## src/rtl/assert_macros.svh

```systemverilog
// Assertion macros used by the top level of the UV sphere vertex generator.
`ifndef ASSERT_MACROS_SVH
`define ASSERT_MACROS_SVH

`ifndef SYNTHESIS
// Condition must hold at every clock edge outside reset.
`define UVS_ASSERT_ALWAYS(lbl, clk, rstn, cond, msg) \
    lbl: assert property (@(posedge clk) disable iff (!rstn) (cond)) else $error(msg);
// Antecedent implies consequent in the same cycle.
`define UVS_ASSERT_IMPLY(lbl, clk, rstn, ante, cons, msg) \
    lbl: assert property (@(posedge clk) disable iff (!rstn) (ante) |-> (cons)) \
        else $error(msg);
`else
`define UVS_ASSERT_ALWAYS(lbl, clk, rstn, cond, msg)
`define UVS_ASSERT_IMPLY(lbl, clk, rstn, ante, cons, msg)
`endif

`endif

```

## src/rtl/uvs_pkg.sv

```systemverilog
// Shared types, constants and fixed-point helpers of the UV sphere vertex generator.
`default_nettype none

package uvs_pkg;

    // Configuration register indexes
    typedef enum logic [1:0] {
        CFG_SECTOR_COUNT  = 2'd0,
        CFG_STACK_COUNT   = 2'd1,
        CFG_SPHERE_RADIUS = 2'd2
    } cfg_index_t;

    localparam logic [8:0]  SECTOR_COUNT_RST  = 9'd36;
    localparam logic [8:0]  STACK_COUNT_RST   = 9'd18;
    localparam logic [15:0] SPHERE_RADIUS_RST = 16'd256;
    localparam logic [8:0]  MIN_SECTORS       = 9'd3;
    localparam logic [8:0]  MIN_STACKS        = 9'd2;

    // Long division: fraction bits produced, and where the texture tap sits
    localparam int DIV_FRAC_BITS = 32;
    localparam int TEX_FRAC_BITS = 16;

    // CORDIC datapath
    localparam int CORDIC_STEPS = 24;
    localparam int CW           = 34;
    localparam logic signed [CW-1:0] CORDIC_GAIN = 34'sd652032874;
    localparam logic signed [CW-1:0] QUARTER_TURN = 34'sd1073741824;
    localparam logic signed [CW-1:0] HALF_TURN    = 34'sd2147483648;

    // atan(2^-k) in 2^-32 turns
    localparam logic [31:0] ATAN_TURNS [CORDIC_STEPS] = '{
        32'h20000000, 32'h12E4051E, 32'h09FB385B, 32'h051111D4, 32'h028B0D43, 32'h0145D7E1,
        32'h00A2F61E, 32'h00517C55, 32'h0028BE53, 32'h00145F2F, 32'h000A2F98, 32'h000517CC,
        32'h00028BE6, 32'h000145F3, 32'h0000A2FA, 32'h0000517D, 32'h000028BE, 32'h0000145F,
        32'h00000A30, 32'h00000518, 32'h0000028C, 32'h00000146, 32'h000000A3, 32'h00000051
    };

    localparam logic signed [63:0] POS_LIMIT  = 64'sd65535;
    localparam logic signed [63:0] NORM_LIMIT = 64'sd16384;

    // Arithmetic shift right that truncates toward zero
    function automatic logic signed [CW-1:0] shr_trunc(input logic signed [CW-1:0] v,
                                                       input int unsigned k);
        logic [CW-1:0] mag;
        mag = v[CW-1] ? CW'(-v) : CW'(v);
        mag = mag >> k;
        return v[CW-1] ? -$signed(mag) : $signed(mag);
    endfunction

    // Shift right, round to nearest, ties away from zero
    function automatic logic signed [63:0] shr_round64(input logic signed [63:0] v,
                                                       input int unsigned k);
        logic [63:0] mag;
        mag = v[63] ? 64'(-v) : 64'(v);
        mag = (mag + (64'd1 << (k - 1))) >> k;
        return v[63] ? -$signed(mag) : $signed(mag);
    endfunction

    // Symmetric saturation to +-lim
    function automatic logic signed [63:0] clamp_sym64(input logic signed [63:0] v,
                                                       input logic signed [63:0] lim);
        logic signed [63:0] res;
        res = v;
        if (v > lim) begin
            res = lim;
        end else if (v < -lim) begin
            res = -lim;
        end
        return res;
    endfunction

endpackage

`default_nettype wire

```

## src/rtl/uvs_div.sv

```systemverilog
// Pipelined restoring divider: rounded num/den fractions for texture and angle.
`default_nettype none

module uvs_div
    import uvs_pkg::*;
#(
    parameter int ANG_FRAC = 32,
    parameter int TAG_W    = 1
) (
    input  wire logic             aclk,
    input  wire logic             aresetn,
    input  wire logic             en,
    input  wire logic             in_valid,
    input  wire logic [8:0]       num,
    input  wire logic [8:0]       den,
    input  wire logic [TAG_W-1:0] in_tag,
    output logic                  out_valid,
    output logic [31:0]           out_ang,
    output logic [16:0]           out_tex,
    output logic [TAG_W-1:0]      out_tag
);

    localparam int STAGES = DIV_FRAC_BITS + 1;
    localparam int QW     = DIV_FRAC_BITS + 1;

    logic             vld_reg [STAGES];
    logic [8:0]       rem_reg [STAGES];
    logic [QW-1:0]    quo_reg [STAGES];
    logic [16:0]      tex_reg [STAGES];
    logic [31:0]      ang_reg [STAGES];
    logic [TAG_W-1:0] tag_reg [STAGES];

    logic [7:0] half;
    assign half = den[8:1];

    // Stage 0 gives the integer bit, stage k the k-th fraction bit
    for (genvar k = 0; k < STAGES; k++) begin : g_stage
        logic [9:0]       dbl;
        logic [QW-1:0]    quo_prev;
        logic [16:0]      tex_prev;
        logic [31:0]      ang_prev;
        logic [TAG_W-1:0] tag_prev;
        logic             vld_prev;
        logic             ge;
        logic             rnd;
        logic [8:0]       rem_next;
        logic [QW-1:0]    quo_next;
        logic [16:0]      tex_next;
        logic [31:0]      ang_next;

        if (k == 0) begin : g_first
            assign dbl      = {1'b0, num};
            assign quo_prev = '0;
            assign tex_prev = '0;
            assign ang_prev = '0;
            assign tag_prev = in_tag;
            assign vld_prev = in_valid;
        end else begin : g_next
            assign dbl      = {rem_reg[k-1], 1'b0};
            assign quo_prev = quo_reg[k-1];
            assign tex_prev = tex_reg[k-1];
            assign ang_prev = ang_reg[k-1];
            assign tag_prev = tag_reg[k-1];
            assign vld_prev = vld_reg[k-1];
        end

        assign ge       = dbl >= {1'b0, den};
        assign rem_next = ge ? 9'(dbl - {1'b0, den}) : dbl[8:0];
        assign quo_next = {quo_prev[QW-2:0], ge};
        // round up when the remainder reaches half the divisor
        assign rnd      = ({1'b0, rem_next} + {2'b00, half}) >= {1'b0, den};
        assign tex_next = (k == TEX_FRAC_BITS) ? quo_next[16:0] + {16'd0, rnd} : tex_prev;
        assign ang_next = (k == ANG_FRAC) ? quo_next[31:0] + {31'd0, rnd} : ang_prev;

        always_ff @(posedge aclk) begin
            if (!aresetn) begin
                vld_reg[k] <= 1'b0;
            end else if (en) begin
                vld_reg[k] <= vld_prev;
            end
        end

        always_ff @(posedge aclk) begin
            if (en) begin
                rem_reg[k] <= rem_next;
                quo_reg[k] <= quo_next;
                tex_reg[k] <= tex_next;
                ang_reg[k] <= ang_next;
                tag_reg[k] <= tag_prev;
            end
        end
    end

    assign out_valid = vld_reg[STAGES-1];
    assign out_ang   = ang_reg[STAGES-1];
    assign out_tex   = tex_reg[STAGES-1];
    assign out_tag   = tag_reg[STAGES-1];

endmodule

`default_nettype wire

```

## config.mk

```make
export PLATFORM = sky130hd
export DESIGN_NAME = uvs_div
export DESIGN_NICKNAME = d
export VERILOG_FILES = /design/src/rtl/assert_macros.svh /design/src/rtl/uvs_pkg.sv /design/src/rtl/uvs_div.sv
export SDC_FILE = /design/constraint.sdc
export NUM_CORES = 2
export LEC_CHECK = 0
export BUFFER_PORTS_ARGS = -buffer_cell sky130_fd_sc_hd__buf_4
export CORE_UTILIZATION = 55
export DETAILED_ROUTE_END_ITERATION = 8
export PLACE_DENSITY = 0.78
export SYNTH_ARGS = -nofsm -noshare
export SYNTH_HDL_FRONTEND = slang
export SYNTH_SLANG_ARGS = --single-unit
```

## constraint.sdc

```tcl
create_clock -name aclk -period 7.8 [get_ports aclk]
set_input_delay 0.78 -clock aclk [delete_from_list [all_inputs] [get_ports aclk]]
set_output_delay 0.78 -clock aclk [all_outputs]
set_load 0.02 [all_outputs]
```

Yosys cells after proc, flatten, opt, wreduce, memory -nomap -nowiden
Memories as Yosys holds them, arrays and structs flattened. Cells that the tools add are included.

Memories kept: 6. Memory bits (writable): 3069. Register bits: 0. Input bits: 23. Output and inout bits: 51. Logic and storage cells: 182.

$add $sub $neg: 37. $lt $le $gt $ge: 35. Bitwise operators: 33. Multiplexer cells: 71.

Memory list: quo_reg (words 33, width 33, rd ports 32, clocked after Yosys merged registers in 0, write ports 33, RTL line uvs_div.sv:28) `logic [QW-1:0] quo_reg [STAGES];`; ang_reg (words 33, width 32, rd ports 32, clocked after Yosys merged registers in 0, write ports 33, RTL line uvs_div.sv:30) `logic [31:0] ang_reg [STAGES];`; tex_reg (words 33, width 17, rd ports 32, clocked after Yosys merged registers in 0, write ports 33, RTL line uvs_div.sv:29) `logic [16:0] tex_reg [STAGES];`; rem_reg (words 33, width 9, rd ports 32, clocked after Yosys merged registers in 0, write ports 33, RTL line uvs_div.sv:27) `logic [8:0] rem_reg [STAGES];`; tag_reg (words 33, width 1, rd ports 33, clocked after Yosys merged registers in 0, write ports 33, RTL line uvs_div.sv:31) `logic [TAG_W-1:0] tag_reg [STAGES];`; vld_reg (words 33, width 1, rd ports 33, clocked after Yosys merged registers in 0, write ports 33, RTL line uvs_div.sv:26) `logic vld_reg [STAGES];`.

Operator list (number): 10-bit by 9-bit greater-or-equal comparator with 1-bit output (34); 9-bit two-way mux (33); 9-bit subtractor (33); 1-bit two-way mux (38); 1-bit OR (33); 32-bit by 1-bit adder with 32-bit output (1); 9-bit by 8-bit adder with 10-bit output (2); 17-bit by 1-bit adder with 17-bit output (1); 9-bit greater-or-equal comparator (1).

Longest topological paths before layout
An unclocked memory read counts as a cell.

Depth after elaboration: 6. Depth in mapped cells: 30. Mapped depth without buffers: 29.

Worst setup path after synthesis
OpenSTA, ideal clock, no wires.

Path kind: input-to-reg. Start: input port den[0]. End: memory ang_reg[1][16] (data pin). Setup slack: 1469 ps. Setup time: 258 ps. Stages: 29. Data required time: 7542 ps. Path buffers: 2. Data arrival time: 6073 ps. Path through: inv_1 -> clkbuf_1 -> ha_1 -> nand4_1 -> o21ai_0 -> nor2_1 -> buf_2 -> nor2_1 -> ha_1 -> inv_1 -> fa_1 -> nor2b_1 -> o21ai_0 -> a21boi_0 -> o21ai_0 -> nor2b_1 -> xnor2_1 -> ha_1 -> a211oi_1 -> nand2_1 -> a21oi_1 -> a211oi_1 -> a211o_1 -> ha_1 -> ha_1 -> nand3_1 -> nor2_1 -> nand4_1 -> xnor2_1.

RTL lines: from (decl) (RTL line uvs_div.sv:15) `input wire logic [8:0] den,`; to (decl) (RTL line uvs_div.sv:30).

==> flow_metrics.py <==
metrics = {
    "outcome": {
        "outcome": "finished, final reports clean",
    },
    "clocking": {
        "clock_path_buffers": 3,
        "htreeDepth": 3,
        "tritoncts": "built",
        "path_clk_slew_ns": 0.06,
        "cts.sinks": 1187,
        "numCtsBuffers": 113,
        "cts_root_buffer": "clkbuf_16",
        "cts_setup_buffers": 0,
        "cts_hold_buf": 0,
        "cts.repair.resized": 0,
        "insertion_delay_ns": 0.74,
    },
    "sta": {
        "min_period_ns": 6.256,
        "tightest_slew_ns": 1.113,
        "finalHoldViolations": 0,
        "max_slew_margin_pct": 25.30,
        "finalSetupViolations": 0,
        "skew_ns": 0.07177,
        "layout_setup_ws_ns": 1.544,
        "max_freq_ghz": 0.1598,
        "rsz0062_at_grt": "false",
        "maxSlewViolCount": 0,
        "fin_tns_setup_ns": 0,
        "finalCritPeriodShare_pct": 80.21,
    },
    "critical_path": {
        "max_stage_delay_ns": 0.45,
        "crit_path_end_kind": "flop",
        "rrSetupSlack_ns": 1.60,
        "r2r_start": "rem_reg[0][280]",
        "crit_required_ns": 8.23,
        "critical_path_arrival_ns": 6.69,
        "cp_slowest_cell": "a2111oi_2",
        "crit_fanout": 14,
        "r2r_cells": 26,
        "setup.worst_path.start_class": "input pin",
        "cpMostUsedCell": "ha_1",
        "r2r_end": "ang_reg[1][12]",
        "worstSetupPathType": "input pin to flop",
    },
    "synthesis": {
        "yosys_warnings": 0,
        "synth_adder_area_share_pct": 9.320,
        "muxShareOfSynthArea_pct": 4.522,
        "yosys.area.top_type_share_pct": 67.68,
        "syn_area_um2": 52620,
        "async_flop_share_pct": 0,
        "synth-simple-area-share_pct": 6.341,
        "yosysSeqAreaShare_pct": 67.71,
        "synth_compound_area_share_pct": 6.372,
        "ys.flop_type": "edfxtp_1",
        "synth_top_family_by_area": "adder cells",
        "synth-seq-cells": 1187,
        "synth_xor_xnor_area_share_pct": 4.277,
        "synth.most_common_cell": "edfxtp_1",
        "synth_edf_count": 1186,
        "synth_top_cell_by_area": "edfxtp_1",
        "ys_types": 59,
        "synth_top_cells_by_count": "edfxtp_1, ha_1, mux2_2",
        "syn_nets": 3767,
        "synth_area_leaders": "edfxtp_1, ha_1, mux2_2",
        "synth_area_per_cell_um2": 15.60,
        "syn_inst": 3373,
    },
    "power_and_ir_drop": {
        "ir_drop_mv": 0.2199,
        "p_leak_nw": 21.91,
        "powerDensity_nw_per_um2": 374.8,
        "seqPwrFrac_pct": 41.9,
        "clock_power_share_pct": 25.0,
        "switchingPower_mw": 6.730,
        "combPwrFrac_pct": 33.0,
        "switching_share_pct": 30.63,
        "p_int_mw": 15.24,
        "fin_total_pwr_mw": 21.97,
    },
    "layout": {
        "nNetsFinal": 3942,
        "fillers": 6786,
        "largest_reg_flops": 512,
        "drive_above_1_share_pct": 12.69,
        "final_util_pct": 61.79,
        "final_area_um2": 58620,
        "synthToLayoutAreaGrowth_pct": 11.39,
        "diodes": 0,
    },
    "floorplan": {
        "die_h_um": 311.3,
        "rows": 113,
        "die-area_um2": 96920,
        "initial_utilization_pct": 55.47,
        "core_area_um2": 94870,
        "pin_count": 74,
        "die_w_um": 311.3,
    },
    "route": {
        "drt-initial-drc-count": 1958,
        "via_per_inst": 5.615,
        "drt_pass1_iterations": 6,
        "post_drt_wl_per_cell_um": 18.51,
        "ant_nets": 0,
        "routed_wl_mm": 90.94,
        "drc": 0,
        "vias": 27590,
    },
    "placement": {
        "place_hpwl_mm": 56.42,
        "io_buffer_count": 73,
        "gp_congestion": 0.8681,
        "post-place-ws_ns": 0.8891,
        "placed_area_um2": 54860,
    },
    "global_routing": {
        "grt_use_total_pct": 18.79,
        "grt_pass1_wl_mm": 144.9,
        "overflow": 0,
        "antenna_found_initial": 1,
        "grt_pass1_vias": 27710,
        "grt_max_degree": 195,
    },
    "worst_hold_path": {
        "hold_class": "input pin to flop",
        "min_to": "tag_reg[0][0]",
        "min_from": "in_tag",
        "min_delay_path_depth": 1,
    },
    "job": {
        "max_cap_violations": 0,
    },
}
-- cell type report --
| class | instances | area (um^2) | share of cell area, % |
|---|---|---|---|
| flip-flops and latches | 1187 | 35630 | 60.79 |
| multi-input cells | 1993 | 16230 | 27.68 |
| clock buffers | 135 | 2932 | 5.001 |
| well taps | 1265 | 1583 | 2.700 |
| repair buffers | 105 | 858.3 | 1.464 |
| clock inverters | 80 | 830.8 | 1.417 |
| inverters | 148 | 555.5 | 0.9477 |
-- layer usage --
metal  vias to the layer above  share of wire, %  wire length (um)  GRT usage, %
li1                      13350                 -                 -             -
met1                     13460                43             39520         24.58
met2                       619                49             44450         31.52
met3                       165               4.5              4124         3.281
met4                         0               3.1              2855         6.919
met5                         -                 0                 0             0
-- critical path, delay by kind of cell --
| kind | cells | cell delay, ns |
|---|---|---|
| adder cells (fa/ha/maj) | 5 | 1.40 |
| buffers and inverters | 4 | 0.87 |
| XOR/XNOR | 2 | 0.23 |
| AO/OA/AOI/OAI | 11 | 2.37 |
| AND/OR/NAND/NOR | 6 | 1.02 |
-- layout by cell type, fill, tap and decap left out, types with 35 or more instances in the layout --
cell type and instances:
edfxtp_1 1186, ha_1 336, mux2_2 182, xnor2_1 169, a21oi_1 153, inv_1 147, nand2_1 130, o21ai_0 118
clkbuf_16 114, buf_4 99, xor2_1 88, o211ai_1 88, nand3_1 76, nand4_1 73, nor2_1 71, a21o_1 61
nor2b_1 43, nand2b_1 41, and3_1 39, nor3_1 38, fa_1 35
-- logic make-up (layout without fill, tap and decap cells) --
logic type	after synthesis	after routing
flip-flops	1187	1187
AND/OR/NAND/NOR	620	620
AO/OA/AOI/OAI	530	530
adder cells (fa/ha/maj)	371	371
XOR/XNOR	257	257
multiplexers	215	215
buffers and inverters	193	468
-- how the worst max path moves through the flow --
stage          startpoint             end  slack, ns  depth (start not counted)
3_3_place_gp       den[1]  tex_reg[1][16]       1.03                         29
4_1_cts            den[3]  ang_reg[1][12]       1.61                         28
5_1_grt            den[1]  tex_reg[1][16]       1.11                         29
2_1_floorplan      den[0]  ang_reg[1][16]       1.47                         29
6_report           den[3]  ang_reg[1][12]       1.54                         28
3_5_place_dp       den[3]  ang_reg[1][16]       0.89                         28
-- power groups by stage --
stage               Combinational [mW]  Clock, mW  Sequential (mW)
finish                            7.26       5.50             9.22
CTS                               7.23       5.62             9.23
floorplan                         5.67          0             9.12
global route                      8.05       5.88             9.33
detailed placement                7.11          0             9.34
global placement                  6.96          0             9.31
-- stage by stage --
stage                     hold WS [ns]  instances
final                           0.2801       4913
after global routing            0.2456       4913
after CTS                       0.2403       4913
after detailed placement        0.4045       4698
after global placement          0.4002       4698
after floorplan                 0.4003       3373
Note: power is estimated with default switching activity, not from simulation.
